$ cat config.mk
export PLATFORM = sky130hd
export DESIGN_NAME = pgg_mul
export DESIGN_NICKNAME = d
export VERILOG_FILES = /design/src/rtl/pgg_pkg.sv /design/src/rtl/pgg_mul.sv
export SDC_FILE = /design/constraint.sdc
export NUM_CORES = 2
export LEC_CHECK = 0
export BUFFER_PORTS_ARGS = -buffer_cell sky130_fd_sc_hd__buf_4
export CORE_MARGIN = 4
export CORE_UTILIZATION = 50
export CTS_CLUSTER_SIZE = 20
export DETAILED_ROUTE_END_ITERATION = 10
export GPL_TIMING_DRIVEN = 0
export HOLD_SLACK_MARGIN = 0.02
export PLACE_DENSITY = 0.69
export SYNTH_ARGS = -nofsm -noshare
export SYNTH_HDL_FRONTEND = slang
export SYNTH_SLANG_ARGS = --single-unit
$ cat constraint.sdc
create_clock -name i_clk -period 8.3 [get_ports i_clk]
set_input_delay 1.66 -clock i_clk [delete_from_list [all_inputs] [get_ports i_clk]]
set_output_delay 1.66 -clock i_clk [all_outputs]
set_load 0.01 [all_outputs]
$ cat src/rtl/pgg_pkg.sv
package pgg_pkg;

    // Port and register widths
    localparam int POS_W    = 32;   // Q16.16 positions
    localparam int QUAT_W   = 16;   // Q2.14 quaternion parts
    localparam int GAIN_W   = 16;   // Q8.8 gains
    localparam int LIN_W    = 31;   // unsigned Q15.16 speed
    localparam int ANG_W    = 32;   // signed Q16.16 yaw rate
    localparam int CFG_IDX_W  = 3;
    localparam int CFG_DATA_W = 32;

    // Datapath widths
    localparam int DIFF_W   = POS_W + 1;    // world offset
    localparam int COEF_W   = 19;           // rotation coefficients, Q.14
    localparam int XY_W     = 40;           // CORDIC vector
    localparam int Z_W      = 34;           // CORDIC angle, Q.30
    localparam int D_W      = 38;           // distance, Q22.16
    localparam int SPLIT_W  = 20;           // low slice for split multiplies
    localparam int ACC_W    = 64;
    localparam int MUL_A_W  = 34;
    localparam int MUL_B_W  = 25;
    localparam int PROD_W   = MUL_A_W + MUL_B_W;

    localparam int CORDIC_STEPS_DEF = 16;
    localparam int ATAN_LEN   = 30;
    localparam int ATAN_IDX_W = 5;

    localparam logic signed [Z_W-1:0] HALF_PI_Q30 = 34'sd1686629713;
    localparam logic [23:0]           INV_K_Q24   = 24'd10188014;

    // Register indexes
    localparam logic [CFG_IDX_W-1:0] REG_TARGET_X     = 3'd0;
    localparam logic [CFG_IDX_W-1:0] REG_TARGET_Y     = 3'd1;
    localparam logic [CFG_IDX_W-1:0] REG_TARGET_SET   = 3'd2;
    localparam logic [CFG_IDX_W-1:0] REG_STOP_RADIUS  = 3'd3;
    localparam logic [CFG_IDX_W-1:0] REG_GAIN_LINEAR  = 3'd4;
    localparam logic [CFG_IDX_W-1:0] REG_GAIN_ANGULAR = 3'd5;

    // Reset values
    localparam logic [POS_W-1:0]  STOP_RADIUS_RST  = 32'd85197;
    localparam logic [GAIN_W-1:0] GAIN_LINEAR_RST  = 16'd26;
    localparam logic [GAIN_W-1:0] GAIN_ANGULAR_RST = 16'd282;

    // atan(2^-i) in Q.30
    function automatic logic signed [Z_W-1:0] atan_q30(input logic [ATAN_IDX_W-1:0] idx);
        logic signed [Z_W-1:0] v;
        begin
            unique case (idx)
                5'd0:  v = 34'sd843314856;
                5'd1:  v = 34'sd497837829;
                5'd2:  v = 34'sd263043837;
                5'd3:  v = 34'sd133525159;
                5'd4:  v = 34'sd67021687;
                5'd5:  v = 34'sd33543516;
                5'd6:  v = 34'sd16775851;
                5'd7:  v = 34'sd8388437;
                5'd8:  v = 34'sd4194283;
                5'd9:  v = 34'sd2097149;
                5'd10: v = 34'sd1048576;
                5'd11: v = 34'sd524288;
                5'd12: v = 34'sd262144;
                5'd13: v = 34'sd131072;
                5'd14: v = 34'sd65536;
                5'd15: v = 34'sd32768;
                5'd16: v = 34'sd16384;
                5'd17: v = 34'sd8192;
                5'd18: v = 34'sd4096;
                5'd19: v = 34'sd2048;
                5'd20: v = 34'sd1024;
                5'd21: v = 34'sd512;
                5'd22: v = 34'sd256;
                5'd23: v = 34'sd128;
                5'd24: v = 34'sd64;
                5'd25: v = 34'sd32;
                5'd26: v = 34'sd16;
                5'd27: v = 34'sd8;
                5'd28: v = 34'sd4;
                5'd29: v = 34'sd2;
                default: v = '0;
            endcase
            return v;
        end
    endfunction

endpackage

$ cat src/rtl/pgg_mul.sv
module pgg_mul (
    input  logic                                i_clk,
    input  logic signed [pgg_pkg::MUL_A_W-1:0]  i_a,
    input  logic signed [pgg_pkg::MUL_B_W-1:0]  i_b,
    output logic signed [pgg_pkg::PROD_W-1:0]   o_prod
);
    import pgg_pkg::*;

    logic signed [PROD_W-1:0] r_prod;

    // Register the product; the sequencer reads it in the cycle after issue.
    always_ff @(posedge i_clk) begin
        r_prod <= PROD_W'(i_a) * PROD_W'(i_b);
    end

    assign o_prod = r_prod;

endmodule

Word-level counts from Yosys, hierarchy flattened
Cells that the tools add are included.
{"block": "classes", "mul": 1}
{"cell": "34-bit by 25-bit multiplier with 59-bit output", "n": 1}
{"block": "word_totals", "regBits": 59, "in_bits": 60, "wordCells": 2}

Depth between registers and ports, before layout
{"block": "logic_depth", "ltp_word": 1, "mapped_depth": 27, "mapped_depth_nobuf": 25}

Worst setup path after synthesis
Ideal clock, no wire load.
{"block": "synth_path", "path_type": "input -> register", "from": "input port i_a[33] in the netlist's numbering", "to": "register r_prod[56] (netlist: o_prod[56])", "arrival_ns": 7.739, "required_ns": 8.228, "path_slack_ns": 0.489, "stages": 23, "n_path_buf": 2, "path_cell_list": "clkbuf_1 -> nand2_1 -> inv_1 -> fa_1 -> fa_1 -> inv_1 -> fa_1 -> inv_1 -> fa_1 -> fa_1 -> fa_1 -> inv_1 -> fa_1 -> inv_1 -> ha_1 -> clkbuf_1 -> a21oi_1 -> o21ai_0 -> or3_1 -> nor3_2 -> o31ai_4 -> a221oi_2 -> xnor2_1"}
{"block": "synth_between", "elab_chain_cells": 1}
{"element": "from (decl)", "line": "pgg_mul.sv:3", "source": "input logic signed [pgg_pkg::MUL_A_W-1:0] i_a,"}
{"element": "34-bit by 25-bit multiplier with 59-bit output", "line": "pgg_mul.sv:13", "source": "r_prod <= PROD_W'(i_a) * PROD_W'(i_b);"}
{"element": "to (signal assigned)", "line": "pgg_mul.sv:13"}
{"element": "to (decl)", "line": "pgg_mul.sv:9", "source": "logic signed [PROD_W-1:0] r_prod;"}
Every way passes these cells.

Worst setup path in the final report
{"block": "layout_path", "from": "input port i_b[1] in the netlist's numbering", "to": "register r_prod[58] (netlist: o_prod[58])"}
{"block": "layout_between", "elab_chain_cells": 1}
{"element": "from (decl)", "line": "pgg_mul.sv:4", "source": "input logic signed [pgg_pkg::MUL_B_W-1:0] i_b,"}
{"element": "34-bit by 25-bit multiplier with 59-bit output", "line": "pgg_mul.sv:13"}
Every way passes these cells.

==> impl_results.html <==
<table>
<tr><th>Metric</th><th>Value</th></tr>
<tr><th colspan="2">Layout</th></tr>
<tr><td>Final core occ</td><td>55.6%</td></tr>
<tr><td>Synthesis-to-finish area growth</td><td>9.30%</td></tr>
<tr><td>Fraction of layout instances using a drive strength above 1</td><td>10.4%</td></tr>
<tr><td>Max reg flops</td><td>59</td></tr>
<tr><td>Final-stage net count</td><td>4,488</td></tr>
<tr><th colspan="2">Logic synthesis</th></tr>
<tr><td>Net count after synthesis</td><td>4,356</td></tr>
<tr><td>Number of warnings reported in the yosys synthesis log</td><td>0</td></tr>
<tr><td>EDFF count, synth</td><td>0</td></tr>
<tr><td>Flip-flop cell with the highest count after synthesis</td><td>sky130_fd_sc_hd__dfxtp_1</td></tr>
<tr><td>Share of synthesized registers carrying an async set or reset</td><td>0%</td></tr>
<tr><td>Post-Synthesis Mean Instance Area</td><td>9.45 µm²</td></tr>
<tr><td>Unique masters post-synth</td><td>65</td></tr>
<tr><td>Post-Syn Area</td><td>30,900 µm²</td></tr>
<tr><td>Share of the yosys chip area belonging to registers</td><td>3.82%</td></tr>
<tr><td>Synth Register Bits</td><td>59</td></tr>
<tr><td>Synth Instances</td><td>3,272</td></tr>
<tr><th colspan="2">Route</th></tr>
<tr><td>DRT antenna net count</td><td>0</td></tr>
<tr><td>Total wire length</td><td>101,000 µm</td></tr>
<tr><td>DR DRC count</td><td>0</td></tr>
<tr><td>Average wire length per cell after detail routing</td><td>24.1 µm</td></tr>
<tr><td>Detail-routed via count per cell</td><td>5.50</td></tr>
<tr><td>DR pass1 iterations</td><td>5</td></tr>
<tr><td>Initial drt markers</td><td>1,544</td></tr>
<tr><td>Routed vias</td><td>23,100</td></tr>
<tr><th colspan="2">Timing</th></tr>
<tr><td>Final period utilization</td><td>99.2%</td></tr>
<tr><td>Final Critical Period</td><td>8.23 ns</td></tr>
<tr><td>Final-report max-slew violation count</td><td>0</td></tr>
<tr><td>Hold Violations, Final</td><td>0</td></tr>
<tr><td>Setup-failing EPs final</td><td>0</td></tr>
<tr><td>Slew @ Worst Pin</td><td>0.930 ns</td></tr>
<tr><td>Highest clock rate</td><td>0.121 GHz</td></tr>
<tr><td>Worst slew slack as a fraction of its limit</td><td>38.0%</td></tr>
<tr><th colspan="2">Job</th></tr>
<tr><td>Number of max-cap violations</td><td>0</td></tr>
<tr><th colspan="2">Clock tree</th></tr>
<tr><td>Clock transition at the registers of the reported paths</td><td>0.06 ns</td></tr>
<tr><td>Number of sinks driven by the clock tree</td><td>59</td></tr>
<tr><td>Library cell used as clock root buffer</td><td>sky130_fd_sc_hd__clkbuf_16</td></tr>
<tr><td>Number of levels the H-tree was split into</td><td>3</td></tr>
<tr><td>Number of buffers added by the clock tree synthesis step</td><td>9</td></tr>
<tr><td>Clock tree from TritonCTS</td><td>built</td></tr>
<tr><td>Maximum clock path buffer count</td><td>2</td></tr>
<tr><th colspan="2">GRT</th></tr>
<tr><td>Largest net degree at the start of global routing</td><td>17</td></tr>
<tr><td>Total congestion overflow after global routing</td><td>0</td></tr>
<tr><td>Wire length of the first global-routing pass</td><td>154,000 µm</td></tr>
<tr><td>GRT Resource Usage Total</td><td>31.7%</td></tr>
<tr><td>Number of global-route vias before repair</td><td>24,700</td></tr>
<tr><td>Initial antenna violation count</td><td>7</td></tr>
<tr><th colspan="2">Critical path</th></tr>
<tr><td>Kind of start point of the critical path</td><td>input pin</td></tr>
<tr><td>Worst-path fanout max</td><td>10</td></tr>
<tr><td>Critical path origin</td><td>i_b[1]</td></tr>
<tr><td>Nature of the critical path endpoint</td><td>flip-flop</td></tr>
<tr><td>Worst endpoint required time</td><td>8.58 ns</td></tr>
<tr><td>Worst setup path class</td><td>in -&gt; reg</td></tr>
<tr><td>Arrival @ worst endpoint</td><td>8.51 ns</td></tr>
<tr><th colspan="2">Placement</th></tr>
<tr><td>Number of port buffers</td><td>118</td></tr>
<tr><td>Final weighted congestion in routability-driven placement</td><td>1.02</td></tr>
<tr><td>Placed wire-length estimate after detailed placement</td><td>86,100 µm</td></tr>
<tr><th colspan="2">Die</th></tr>
<tr><td>Die Footprint</td><td>65,900 µm²</td></tr>
<tr><td>Overall die height</td><td>257 µm</td></tr>
<tr><td>Initial Utilization</td><td>50.9%</td></tr>
<tr><td>Count of standard-cell rows</td><td>90</td></tr>
<tr><td>I/O pin count</td><td>119</td></tr>
<tr><td>Core region area</td><td>60,800 µm²</td></tr>
<tr><td>Horizontal die dimension</td><td>257 µm</td></tr>
<tr><th colspan="2">Hold path</th></tr>
<tr><td>Beginning of the worst hold path</td><td>i_a[0]</td></tr>
<tr><td>Number of instances on the worst hold path</td><td>2</td></tr>
<tr><td>Hold path endpoint</td><td>o_prod[0]</td></tr>
<tr><td>Class of the most critical hold timing path</td><td>in -&gt; reg</td></tr>
<tr><th colspan="2">Outcome</th></tr>
<tr><td>Outcome</td><td>finished, final reports clean</td></tr>
</table>
metal layers:
layer	GRT usage [%]	wire length [µm]	up-vias
li1	-	-	9648
met4	18.3	7830	0
met3	6.47	8800	346
met2	51.3	47400	1133
met1	39.8	37300	12000
met5	0	0	-
critical path, cell delays in order:
cell	delay, ns
sky130_fd_sc_hd__buf_4	0.15
sky130_fd_sc_hd__buf_2	0.23
sky130_fd_sc_hd__and2_1	0.22
sky130_fd_sc_hd__fa_1	0.55
sky130_fd_sc_hd__fa_1	0.59
sky130_fd_sc_hd__inv_1	0.07
sky130_fd_sc_hd__fa_1	0.53
sky130_fd_sc_hd__fa_1	0.52
sky130_fd_sc_hd__inv_1	0.05
sky130_fd_sc_hd__fa_1	0.58
sky130_fd_sc_hd__fa_1	0.44
sky130_fd_sc_hd__fa_1	0.50
sky130_fd_sc_hd__ha_1	0.40
sky130_fd_sc_hd__a211oi_1	0.28
sky130_fd_sc_hd__o211ai_1	0.15
sky130_fd_sc_hd__nand2_1	0.36
sky130_fd_sc_hd__nand3_2	0.17
sky130_fd_sc_hd__o211ai_1	0.20
sky130_fd_sc_hd__buf_4	0.18
sky130_fd_sc_hd__a31oi_4	0.11
sky130_fd_sc_hd__o211ai_1	0.27
sky130_fd_sc_hd__nand2_1	0.08
sky130_fd_sc_hd__a22o_1	0.18
how the worst max path moves through the flow:
stage | slack (ns) | to
after floorplan | 0.49 | o_prod[56]
after global placement | -1.62 | o_prod[58]
after detailed placement | -1.65 | o_prod[58]
after CTS | -0.06 | o_prod[58]
after global routing | -0.02 | o_prod[55]
final | 0.07 | o_prod[58]
per-stage QoR:
step	setup TNS [ns]	cells	instance area, µm²	hold slack (ns)	worst slack, ns
after detailed placement	-36.31	4172	32800	1.98	-1.65
final	0	4195	33800	1.58	0.0687
after global placement	-35.47	4172	32800	1.98	-1.62
after floorplan	0	3272	30900	1.79	0.489
after CTS	-0.0596	4187	33500	1.57	-0.0596
after global routing	-0.0209	4191	33800	1.59	-0.0206
synth_stat cells, types with 3 or more instances:
cell	number	area share (%)
sky130_fd_sc_hd__and2_1	425	8.6
sky130_fd_sc_hd__a21o_1	22	0.53
sky130_fd_sc_hd__nor2_1	24	0.29
sky130_fd_sc_hd__xor2_1	15	0.42
sky130_fd_sc_hd__o21bai_1	13	0.32
sky130_fd_sc_hd__o21ai_1	12	0.19
sky130_fd_sc_hd__fa_1	865	56
sky130_fd_sc_hd__nand2_1	431	5.2
sky130_fd_sc_hd__nand4_1	7	0.14
sky130_fd_sc_hd__and3_1	14	0.28
sky130_fd_sc_hd__buf_2	5	0.081
sky130_fd_sc_hd__and4_1	3	0.085
sky130_fd_sc_hd__o211ai_1	6	0.15
sky130_fd_sc_hd__a221oi_1	4	0.11
sky130_fd_sc_hd__clkbuf_1	157	1.9
sky130_fd_sc_hd__o21a_1	5	0.12
sky130_fd_sc_hd__a21boi_1	3	0.073
sky130_fd_sc_hd__o21ai_0	12	0.19
sky130_fd_sc_hd__ha_1	159	6.4
sky130_fd_sc_hd__or3_1	4	0.081
sky130_fd_sc_hd__nor2b_1	31	0.63
sky130_fd_sc_hd__o31ai_2	3	0.12
sky130_fd_sc_hd__dfxtp_1	59	3.8
sky130_fd_sc_hd__inv_1	810	9.8
sky130_fd_sc_hd__a21oi_1	56	0.91
sky130_fd_sc_hd__nand2b_1	11	0.22
sky130_fd_sc_hd__nor3_1	4	0.065
sky130_fd_sc_hd__xnor2_1	52	1.5
sky130_fd_sc_hd__nand3_1	9	0.15
sky130_fd_sc_hd__a31oi_1	10	0.20
layout by cell type, fill, tap and decap left out, types with 24 or more instances in the layout:
cell type,Yosys,routed
sky130_fd_sc_hd__a21oi_1,56,54
sky130_fd_sc_hd__and2_1,425,424
sky130_fd_sc_hd__buf_2,5,36
sky130_fd_sc_hd__buf_4,0,140
sky130_fd_sc_hd__clkbuf_2,0,52
sky130_fd_sc_hd__clkbuf_4,0,36
sky130_fd_sc_hd__dfxtp_1,59,59
sky130_fd_sc_hd__fa_1,865,859
sky130_fd_sc_hd__ha_1,159,149
sky130_fd_sc_hd__inv_1,810,809
sky130_fd_sc_hd__nand2_1,431,426
sky130_fd_sc_hd__nor2_1,24,24
sky130_fd_sc_hd__nor2b_1,31,31
sky130_fd_sc_hd__xnor2_1,52,52
kinds of logic after synthesis:
group	Yosys count	synth area share, %
compound gates	173	3.88
xor+xnor	67	1.90
fa+ha+maj	1024	62.4
buf+inv	973	11.8
flops	59	3.82
mux	1	0.0364
simple gates	975	16.1
final cells by class:
class	instances	area, µm²
fill	5538	27000
tap	782	978
antenna	4	10.0
inverter	811	3050
sequential	59	1180
clock inverter	5	100
clock buffer	11	243
multi-input combinational	2240	26300
timing repair buffer	132	1000
buffer	151	898
timing repair:
action / CTS / global route
hold endpoints to repair: 0 / 0
pin swaps: 4 / 11
resized for setup: 161 / 189
setup endpoints to repair: 32 / 19
buffers inserted: 4 / 10
cloned: 0 / 0
hold buffers: 0 / 0
Power is left out: the tool's default activity adds up to more than one toggle a clock period on the data nets, which glitch-free logic cannot reach.
